[config.mk]
export PLATFORM = sky130hd
export DESIGN_NAME = sprite_tile_rle_decoder_core
export DESIGN_NICKNAME = d
export VERILOG_FILES = /design/src/rtl/core/strle_pkg.sv /design/src/rtl/core/strle_step.sv /design/src/rtl/core/sprite_tile_rle_decoder_core.sv
export SDC_FILE = /design/constraint.sdc
export NUM_CORES = 1
export LEC_CHECK = 0
export BUFFER_PORTS_ARGS = -buffer_cell sky130_fd_sc_hd__buf_2
export CAP_MARGIN = 20
export CORE_MARGIN = 2
export CORE_UTILIZATION = 45
export DETAILED_ROUTE_END_ITERATION = 6
export SYNTH_ARGS = -nofsm -noshare
export SYNTH_HDL_FRONTEND = slang
export SYNTH_SLANG_ARGS = --single-unit
[constraint.sdc]
create_clock -name clk -period 7.81 [get_ports clk]
set_input_delay 0.3905 -clock clk [delete_from_list [all_inputs] [get_ports clk]]
set_output_delay 0.3905 -clock clk [all_outputs]
set_load 0.005 [all_outputs]
[src/rtl/core/strle_pkg.sv]
// shared types, constants and diamond tables for the sprite tile run-length decoder
`default_nettype none
package strle_pkg;

  // decode phase codes
  localparam logic [1:0] PH_SKIP  = 2'd0;
  localparam logic [1:0] PH_COUNT = 2'd1;
  localparam logic [1:0] PH_RUN   = 2'd2;

  // configuration register indexes
  localparam logic [7:0] REG_ISOMETRIC_MODE = 8'd0;
  localparam logic [7:0] REG_TILE_LEN       = 8'd1;
  localparam logic [7:0] REG_ORIGIN_X       = 8'd2;
  localparam logic [7:0] REG_ORIGIN_Y       = 8'd3;

  localparam logic [3:0]  ISO_ROWS  = 4'd15;
  localparam logic [15:0] ISO_BYTES = 16'd256;

  typedef struct packed {
    logic [1:0]  phase;
    logic [7:0]  skip_hold;
    logic [7:0]  run_left;
    logic [15:0] column;
    logic [15:0] row;
    logic [15:0] bytes_taken;
    logic [3:0]  diamond_row;
    logic [5:0]  diamond_left;
  } dec_state_t;

  typedef struct packed {
    logic        isometric_mode;
    logic [15:0] tile_len;
    logic [15:0] origin_x;
    logic [15:0] origin_y;
  } cfg_t;

  localparam dec_state_t STATE_RESET = '{
    phase:        PH_SKIP,
    skip_hold:    8'd0,
    run_left:     8'd0,
    column:       16'd0,
    row:          16'd0,
    bytes_taken:  16'd0,
    diamond_row:  4'd0,
    diamond_left: 6'd4
  };

  // first column of each diamond row
  function automatic logic [5:0] iso_start(input logic [3:0] r);
    logic [5:0] v;
    case (r)
      4'd0:    v = 6'd14;
      4'd1:    v = 6'd12;
      4'd2:    v = 6'd10;
      4'd3:    v = 6'd8;
      4'd4:    v = 6'd6;
      4'd5:    v = 6'd4;
      4'd6:    v = 6'd2;
      4'd7:    v = 6'd0;
      4'd8:    v = 6'd2;
      4'd9:    v = 6'd4;
      4'd10:   v = 6'd6;
      4'd11:   v = 6'd8;
      4'd12:   v = 6'd10;
      4'd13:   v = 6'd12;
      4'd14:   v = 6'd14;
      default: v = 6'd0;
    endcase
    return v;
  endfunction

  // pixel count of each diamond row
  function automatic logic [5:0] iso_width(input logic [3:0] r);
    logic [5:0] v;
    case (r)
      4'd0:    v = 6'd4;
      4'd1:    v = 6'd8;
      4'd2:    v = 6'd12;
      4'd3:    v = 6'd16;
      4'd4:    v = 6'd20;
      4'd5:    v = 6'd24;
      4'd6:    v = 6'd28;
      4'd7:    v = 6'd32;
      4'd8:    v = 6'd28;
      4'd9:    v = 6'd24;
      4'd10:   v = 6'd20;
      4'd11:   v = 6'd16;
      4'd12:   v = 6'd12;
      4'd13:   v = 6'd8;
      4'd14:   v = 6'd4;
      default: v = 6'd0;
    endcase
    return v;
  endfunction

endpackage
`default_nettype wire

[src/rtl/core/strle_step.sv]
// per-byte decode step: next decode position and pixel write for one data byte
`default_nettype none
module strle_step (
  input  wire strle_pkg::dec_state_t state,
  input  wire strle_pkg::cfg_t       cfg,
  input  wire                        tile_start,
  input  wire [7:0]                  data_byte,
  output strle_pkg::dec_state_t      state_next,
  output logic                       emit,
  output logic [15:0]                pix_x,
  output logic [15:0]                pix_y
);

  strle_pkg::dec_state_t cur;
  logic [5:0]  iso_col;
  logic [5:0]  left_dec;
  logic [3:0]  row_inc;
  logic [15:0] loc_x;
  logic [15:0] loc_y;

  always_comb begin
    cur        = tile_start ? strle_pkg::STATE_RESET : state;
    state_next = cur;
    emit       = 1'b0;
    loc_x      = cur.column;
    loc_y      = cur.row;
    iso_col    = strle_pkg::iso_start(cur.diamond_row) + strle_pkg::iso_width(cur.diamond_row)
                 - cur.diamond_left;
    left_dec   = cur.diamond_left - 6'd1;
    row_inc    = cur.diamond_row + 4'd1;

    if (cur.bytes_taken < cfg.tile_len) begin
      state_next.bytes_taken = cur.bytes_taken + 16'd1;
      if (cfg.isometric_mode) begin
        if (cfg.tile_len == strle_pkg::ISO_BYTES && cur.diamond_row < strle_pkg::ISO_ROWS
            && cur.diamond_left != 6'd0) begin
          emit  = 1'b1;
          loc_x = {10'd0, iso_col};
          loc_y = {12'd0, cur.diamond_row};
          state_next.diamond_left = left_dec;
          if (left_dec == 6'd0) begin
            state_next.diamond_row  = row_inc;
            state_next.diamond_left = (row_inc < strle_pkg::ISO_ROWS) ?
                                      strle_pkg::iso_width(row_inc) : 6'd0;
          end
        end
      end else begin
        case (cur.phase)
          strle_pkg::PH_COUNT: begin
            if (cur.skip_hold == 8'd0 && data_byte == 8'd0) begin
              state_next.column = 16'd0;
              state_next.row    = cur.row + 16'd1;
              state_next.phase  = strle_pkg::PH_SKIP;
            end else begin
              state_next.column   = cur.column + {8'd0, cur.skip_hold};
              state_next.run_left = data_byte;
              state_next.phase    = (data_byte != 8'd0) ? strle_pkg::PH_RUN : strle_pkg::PH_SKIP;
            end
          end
          strle_pkg::PH_RUN: begin
            emit                = 1'b1;
            state_next.column   = cur.column + 16'd1;
            state_next.run_left = cur.run_left - 8'd1;
            if (cur.run_left == 8'd1) begin
              state_next.phase = strle_pkg::PH_SKIP;
            end
          end
          default: begin
            // skip phase and the unused code
            state_next.skip_hold = data_byte;
            state_next.phase     = strle_pkg::PH_COUNT;
          end
        endcase
      end
    end

    pix_x = cfg.origin_x + loc_x;
    pix_y = cfg.origin_y + loc_y;
  end

endmodule
`default_nettype wire

[src/rtl/core/sprite_tile_rle_decoder_core.sv]
// top level of the sprite tile run-length decoder
`default_nettype none
// Sprite sub-tile decoder: takes one encoded byte per transfer and produces
// at most one pixel write (absolute x, y and palette index) per byte. In
// run mode the bytes are (skip, count) pairs followed by count color bytes;
// the pair (0, 0) starts a new row. In isometric mode a 256-byte sub-tile is
// placed on a fixed 15-row diamond; any other length draws nothing. Raise
// tile_start on the first byte of each sub-tile; bytes beyond the tile length
// are dropped silently. Throughput is one byte per clock while the output
// is not stalled: the byte is captured in an input register, the decode step
// is one short combinational stage, and the pixel lands in an output register.
// The running decode position is a single register updated by that stage
// whenever it advances, which is what sets the one-byte-per-cycle figure.
// Write the configuration registers only while the decoder is idle.
module sprite_tile_rle_decoder_core (
  input  wire               clk,
  input  wire               rst,
  // configuration writes
  input  wire               cfg_we,
  input  wire [7:0]         cfg_index,
  input  wire [15:0]        cfg_wdata,
  // byte input
  input  wire               in_valid,
  output logic              in_stall,
  input  wire               tile_start,
  input  wire [7:0]         data_byte,
  // pixel output
  output logic              out_valid,
  input  wire               out_stall,
  output logic signed [15:0] pixel_x,
  output logic signed [15:0] pixel_y,
  output logic [7:0]        pixel_color
);

  strle_pkg::cfg_t       cfg;
  strle_pkg::dec_state_t state;
  strle_pkg::dec_state_t state_next;

  // input register
  logic       s1_valid;
  logic       s1_tile;
  logic [7:0] s1_byte;

  logic        advance;
  logic        emit;
  logic [15:0] pix_x;
  logic [15:0] pix_y;

  // the decode stage moves whenever the output register is free or draining
  assign advance  = !out_valid || !out_stall;
  assign in_stall = s1_valid && !advance;

  // configuration registers
  always_ff @(posedge clk) begin
    if (rst) begin
      cfg <= '0;
    end else if (cfg_we) begin
      case (cfg_index)
        strle_pkg::REG_ISOMETRIC_MODE: cfg.isometric_mode <= cfg_wdata[0];
        strle_pkg::REG_TILE_LEN:       cfg.tile_len       <= cfg_wdata;
        strle_pkg::REG_ORIGIN_X:       cfg.origin_x       <= cfg_wdata;
        strle_pkg::REG_ORIGIN_Y:       cfg.origin_y       <= cfg_wdata;
        default: begin
          // writes beyond the register list are dropped
        end
      endcase
    end
  end

  // input register
  always_ff @(posedge clk) begin
    if (rst) begin
      s1_valid <= 1'b0;
    end else if (!in_stall) begin
      s1_valid <= in_valid;
    end
  end

  always_ff @(posedge clk) begin
    if (in_valid && !in_stall) begin
      s1_tile <= tile_start;
      s1_byte <= data_byte;
    end
  end

  strle_step u_step (
    .state      (state),
    .cfg        (cfg),
    .tile_start (s1_tile),
    .data_byte  (s1_byte),
    .state_next (state_next),
    .emit       (emit),
    .pix_x      (pix_x),
    .pix_y      (pix_y)
  );

  // decode position, reset counts as the start of a sub-tile
  always_ff @(posedge clk) begin
    if (rst) begin
      state <= strle_pkg::STATE_RESET;
    end else if (s1_valid && advance) begin
      state <= state_next;
    end
  end

  // output register
  always_ff @(posedge clk) begin
    if (rst) begin
      out_valid <= 1'b0;
    end else if (advance) begin
      out_valid <= s1_valid && emit;
    end
  end

  always_ff @(posedge clk) begin
    if (s1_valid && advance && emit) begin
      pixel_x     <= pix_x;
      pixel_y     <= pix_y;
      pixel_color <= s1_byte;
    end
  end

  // a run in progress always has pixels left to draw
  a_run_left: assert property (@(posedge clk) disable iff (rst)
    state.phase == strle_pkg::PH_RUN |-> state.run_left != 8'd0)
    else $error("run phase with empty run count");

  // the diamond only empties once every row is filled
  a_diamond_end: assert property (@(posedge clk) disable iff (rst)
    state.diamond_left == 6'd0 |-> state.diamond_row == strle_pkg::ISO_ROWS)
    else $error("diamond row count out of step with pixels left");

  a_diamond_row: assert property (@(posedge clk) disable iff (rst)
    state.diamond_row <= strle_pkg::ISO_ROWS)
    else $error("diamond row past last row");

  // a held byte that cannot advance keeps the decode position frozen
  a_hold_state: assert property (@(posedge clk) disable iff (rst)
    in_stall |=> $stable(state))
    else $error("decode position moved while stage was blocked");

endmodule
`default_nettype wire

==> out/summary.txt <==
Clock tree from TritonCTS: yes
Headroom to the max-slew limit: 26.2%
Maximum number of pins on one net before global-route repair: 85
Final hold violation count: 0
Post-Layout Inst Area: 0.0121 mm²
Total iterations of the first detailed-routing run: 5
Total congestion overflow: 0
Mean instance size in the synthesized netlist: 8.86 µm²
Status: complete, no violations
Clk_skew: 0.0114 ns
CP endpoint kind: flop
Count of antenna-violating nets left after detailed routing: 0
Most used DFF post-synth: sky130_fd_sc_hd__dfxtp_1
Placeable core region: 0.0241 mm²
Final worst path period share: 78.9%
Clock-pin transition on the worst setup and hold timing paths: 0.08 ns
Antenna violations before repair: 0
Register area share after synthesis: 36.7%
Max Cap Viol: 0
Relative contribution of combinational cells to total power: 3.7%
Area grow syn2layout: 11.0%
Clk Tree Root Cell: sky130_fd_sc_hd__clkbuf_16
Layout net count: 1,394
Post-CTS setup repair buffer count: 0
Number of top-level pins: 80
PD cells: 153 mW/mm²
Maximum buffer depth of the clock tree: 2
Post-place instance area: 0.0116 mm²
Gr usage total: 22.3%
Net count of the mapped netlist: 1,352
Clock Latency Late Sink: 0.44 ns
Depth of the worst register-to-register path: 17
Quantity of I/O buffers inserted on ports: 79
Syn Std Cell Area: 0.0109 mm²
Slew at the pin with the worst max-slew slack: 1.10 ns
Reg-to-Reg End: pixel_y[14]$_DFFE_PP_
Vias/cell: 5.75
DRC violations left: 0
HP Class: primary input to flop
Via count: 9,279
Capture endpoint of the worst hold path: s1_byte[5]$_DFFE_PP_
Critical path launch point type: flop
Detail Placement HPWL: 20.8 mm
Final setup violation count: 0
Number of DRC violations after detailed-routing iteration 0: 725
# hold bufs at CTS: 0
DIE AREA: 0.0256 mm²
Ant. Diodes: 0
Worst IR Drop VDD: 106 µV
GP Congestion: 0.853
Fraction of final layout cells sized beyond drive strength 1: 11.2%
Cells after synthesis: 1,235
Num rows: 57
Launching point of the worst reg2reg path: s1_tile$_DFFE_PP_
PostCTS Resize Cnt: 0
EDFF count, synth: 49
Data arrival time at the worst-slack endpoint: 6.41 ns
Final worst path period need: 6.17 ns
Peak clock frequency supported by timing: 0.162 GHz
Setup slack of the most critical reg-to-reg path: 1.64 ns
Data required time of the worst path: 8.05 ns
Yosys synthesis warning count: 0
Flip-flop and latch count after synthesis: 176
Critical path type: flop to flop
Pint: 1.38 mW
CTS sink cnt: 176
RSZ-0062 raised after global routing: no
Peak fanout along the critical path: 25
Total Routed Length: 28.5 mm
Relative contribution of sequential cells to total power: 50.8%
Number of buffers inserted during clock tree synthesis: 17
Wire length per cell after detailed routing: 17.7 µm
Sum of negative setup slack: 0 ns
Die width: 160 µm
Global-route wire length before repair: 45.8 mm
Net switching fraction of the power: 25.8%
Switch Pwr: 0.479 mW
Proportion of register bits with asynchronous set or reset after synthesis: 0%
Number of global-route vias before repair: 8,659
Die span in y: 160 µm
Initial core utilization: 45.4%
Number of different library cells in the post-synthesis netlist: 77
Hold Path Cell Cnt: 1
Cell leakage power: 5.13 nW
Final number of max-transition violations: 0
H-tree depth: 4
Relative contribution of the clock network to total power: 45.4%
Startpoint of the worst hold path: data_byte[5]
## metrics by stage
step	std cells	utilization (%)	setup WS (ns)	power, mW	hold slack [ns]
5_1_grt	1614	50.4	1.13	1.91	0.104
6_report	1614	50.4	1.64	1.86	0.118
3_5_place_dp	1582	48.0	1.65	1.03	0.468
3_3_place_gp	1582	48.0	1.87	1.03	0.462
4_1_cts	1614	50.4	1.63	1.88	0.108
2_1_floorplan	1235	-	1.96	1.00	0.448
## kinds of logic (layout without fill, tap and decap cells)
kind of cell | Yosys count | count (layout) | synth area share, %
AO/OA/AOI/OAI | 318 | 318 | 19.7
flip-flops | 176 | 176 | 36.7
AND/OR/NAND/NOR | 449 | 449 | 21.1
multiplexers | 57 | 57 | 5.29
adder cells (fa/ha/maj) | 79 | 79 | 9.44
buffers and inverters | 105 | 160 | 3.78
XOR/XNOR | 51 | 51 | 4.08
## area by class of cell
type,instances,area [µm²]
well taps,324,405
clock inverters,15,149
flip-flops and latches,176,4010
inverters,39,146
repair buffers,89,473
fillers,2342,12000
clock buffers,17,425
multi-input cells,954,6540
## power by group through the flow
stage | clock network [mW] | registers (mW) | logic, mW
finish | 0.845 | 0.945 | 0.0696
global route | 0.892 | 0.945 | 0.0754
CTS | 0.864 | 0.945 | 0.0692
detailed placement | 0 | 0.966 | 0.0690
global placement | 0 | 0.966 | 0.0688
floorplan | 0 | 0.962 | 0.0401
## worst max-delay path, stage by stage (launching register included)
cell,delay [ns]
sky130_fd_sc_hd__edfxtp_1,0.87
sky130_fd_sc_hd__nor2b_1,0.12
sky130_fd_sc_hd__ha_1,0.33
sky130_fd_sc_hd__a21oi_1,0.17
sky130_fd_sc_hd__o21ai_1,0.11
sky130_fd_sc_hd__or2_4,0.25
sky130_fd_sc_hd__o31ai_4,0.76
sky130_fd_sc_hd__nand3_1,0.75
sky130_fd_sc_hd__mux2_2,0.51
sky130_fd_sc_hd__ha_1,0.23
sky130_fd_sc_hd__fa_1,0.41
sky130_fd_sc_hd__a21o_1,0.17
sky130_fd_sc_hd__a21oi_1,0.27
sky130_fd_sc_hd__o21a_1,0.16
sky130_fd_sc_hd__nor3_1,0.08
sky130_fd_sc_hd__a311oi_1,0.32
sky130_fd_sc_hd__nor2_1,0.12
sky130_fd_sc_hd__o311ai_0,0.34
## Yosys cell counts (all sizes together) (8+ instances only)
| cell | n | share of area (%) |
|---|---|---|
| and2 | 26 | 1.5 |
| a211oi | 8 | 0.55 |
| o211ai | 17 | 1.2 |
| nand2 | 101 | 3.5 |
| a21oi | 83 | 3.8 |
| edfxtp | 49 | 13 |
| xor2 | 16 | 1.3 |
| nor2 | 107 | 3.7 |
| nand4 | 26 | 1.5 |
| or3 | 10 | 0.57 |
| o21ai | 57 | 2.6 |
| dfxtp | 127 | 23 |
| xnor2 | 35 | 2.8 |
| nor4 | 16 | 0.97 |
| buf | 20 | 0.87 |
| a22o | 11 | 0.88 |
| and3 | 15 | 0.86 |
| nor2b | 43 | 2.5 |
| nor3 | 23 | 1.1 |
| ha | 73 | 8.3 |
| a211o | 10 | 0.80 |
| mux2i | 50 | 4.6 |
| inv | 39 | 1.3 |
| a21o | 23 | 1.6 |
| o21a | 9 | 0.62 |
| a31oi | 16 | 0.91 |
| o31ai | 10 | 0.81 |
| nand3 | 41 | 1.9 |
| clkbuf | 46 | 1.6 |
| nand2b | 8 | 0.46 |
## layer usage
metal | GRT usage [%] | part of all wire [%] | up-vias
li1 | - | - | 4646
met1 | 31.7 | 50 | 4353
met2 | 35.0 | 44 | 244
met3 | 3.71 | 4.8 | 36
met4 | 6.27 | 1.9 | 0
met5 | 0 | 0 | -
## sequential cells by signal, indices dropped and copies added, names as in the netlist
register,cells
s1_byte,8
s1_tile,1
pixel_x,16
s1_valid,1
cfg,49
state,76
out_valid,1
pixel_color,8
pixel_y,16
## worst max path at each step
stage                 startpoint                  endpoint  slack [ns]  depth (start not counted)
3_3_place_gp   s1_tile$_DFFE_PP_     pixel_y[14]$_DFFE_PP_        1.87                         17
5_1_grt        s1_tile$_DFFE_PP_     pixel_y[14]$_DFFE_PP_        1.13                         17
3_5_place_dp   s1_tile$_DFFE_PP_     pixel_y[14]$_DFFE_PP_        1.65                         17
2_1_floorplan  s1_tile$_DFFE_PP_  pixel_color[0]$_DFFE_PP_        1.96                         16
4_1_cts        s1_tile$_DFFE_PP_     pixel_y[14]$_DFFE_PP_        1.63                         17
6_report       s1_tile$_DFFE_PP_     pixel_y[14]$_DFFE_PP_        1.64                         17
## placed cells by master (no fill, tap or decap), types with 6 or more instances in the layout
cell | synthesis | layout
sky130_fd_sc_hd__dfxtp_1 | 127 | 127
sky130_fd_sc_hd__ha_1 | 73 | 73
sky130_fd_sc_hd__a22o_1 | 11 | 11
sky130_fd_sc_hd__nor4_1 | 15 | 15
sky130_fd_sc_hd__edfxtp_1 | 49 | 49
sky130_fd_sc_hd__mux2i_1 | 50 | 50
sky130_fd_sc_hd__or3_1 | 10 | 10
sky130_fd_sc_hd__fa_1 | 6 | 6
sky130_fd_sc_hd__nand2_1 | 101 | 101
sky130_fd_sc_hd__buf_4 | 0 | 11
sky130_fd_sc_hd__nand3_1 | 41 | 41
sky130_fd_sc_hd__clkbuf_16 | 0 | 17
sky130_fd_sc_hd__a21oi_1 | 83 | 82
sky130_fd_sc_hd__o21bai_1 | 6 | 6
sky130_fd_sc_hd__nand2b_1 | 8 | 8
sky130_fd_sc_hd__nor3_1 | 21 | 21
sky130_fd_sc_hd__xor2_1 | 16 | 16
sky130_fd_sc_hd__a21o_1 | 23 | 23
sky130_fd_sc_hd__buf_2 | 16 | 78
sky130_fd_sc_hd__nor2b_1 | 43 | 43
sky130_fd_sc_hd__inv_6 | 0 | 7
sky130_fd_sc_hd__and2_1 | 26 | 26
sky130_fd_sc_hd__a31o_2 | 6 | 6
sky130_fd_sc_hd__and4_1 | 6 | 6
sky130_fd_sc_hd__o21ai_1 | 7 | 7
sky130_fd_sc_hd__o21a_1 | 9 | 9
sky130_fd_sc_hd__a211o_1 | 10 | 10
sky130_fd_sc_hd__o21ai_0 | 50 | 50
sky130_fd_sc_hd__nor2_1 | 107 | 107
sky130_fd_sc_hd__o32ai_1 | 7 | 7
sky130_fd_sc_hd__nand4_1 | 25 | 25
sky130_fd_sc_hd__o211ai_1 | 17 | 17
sky130_fd_sc_hd__a31oi_1 | 16 | 15
sky130_fd_sc_hd__inv_1 | 38 | 38
sky130_fd_sc_hd__and3_1 | 15 | 15
sky130_fd_sc_hd__a211oi_1 | 8 | 8
sky130_fd_sc_hd__o31ai_1 | 9 | 9
sky130_fd_sc_hd__xnor2_1 | 35 | 35
(Power assumes the default switching activity.)
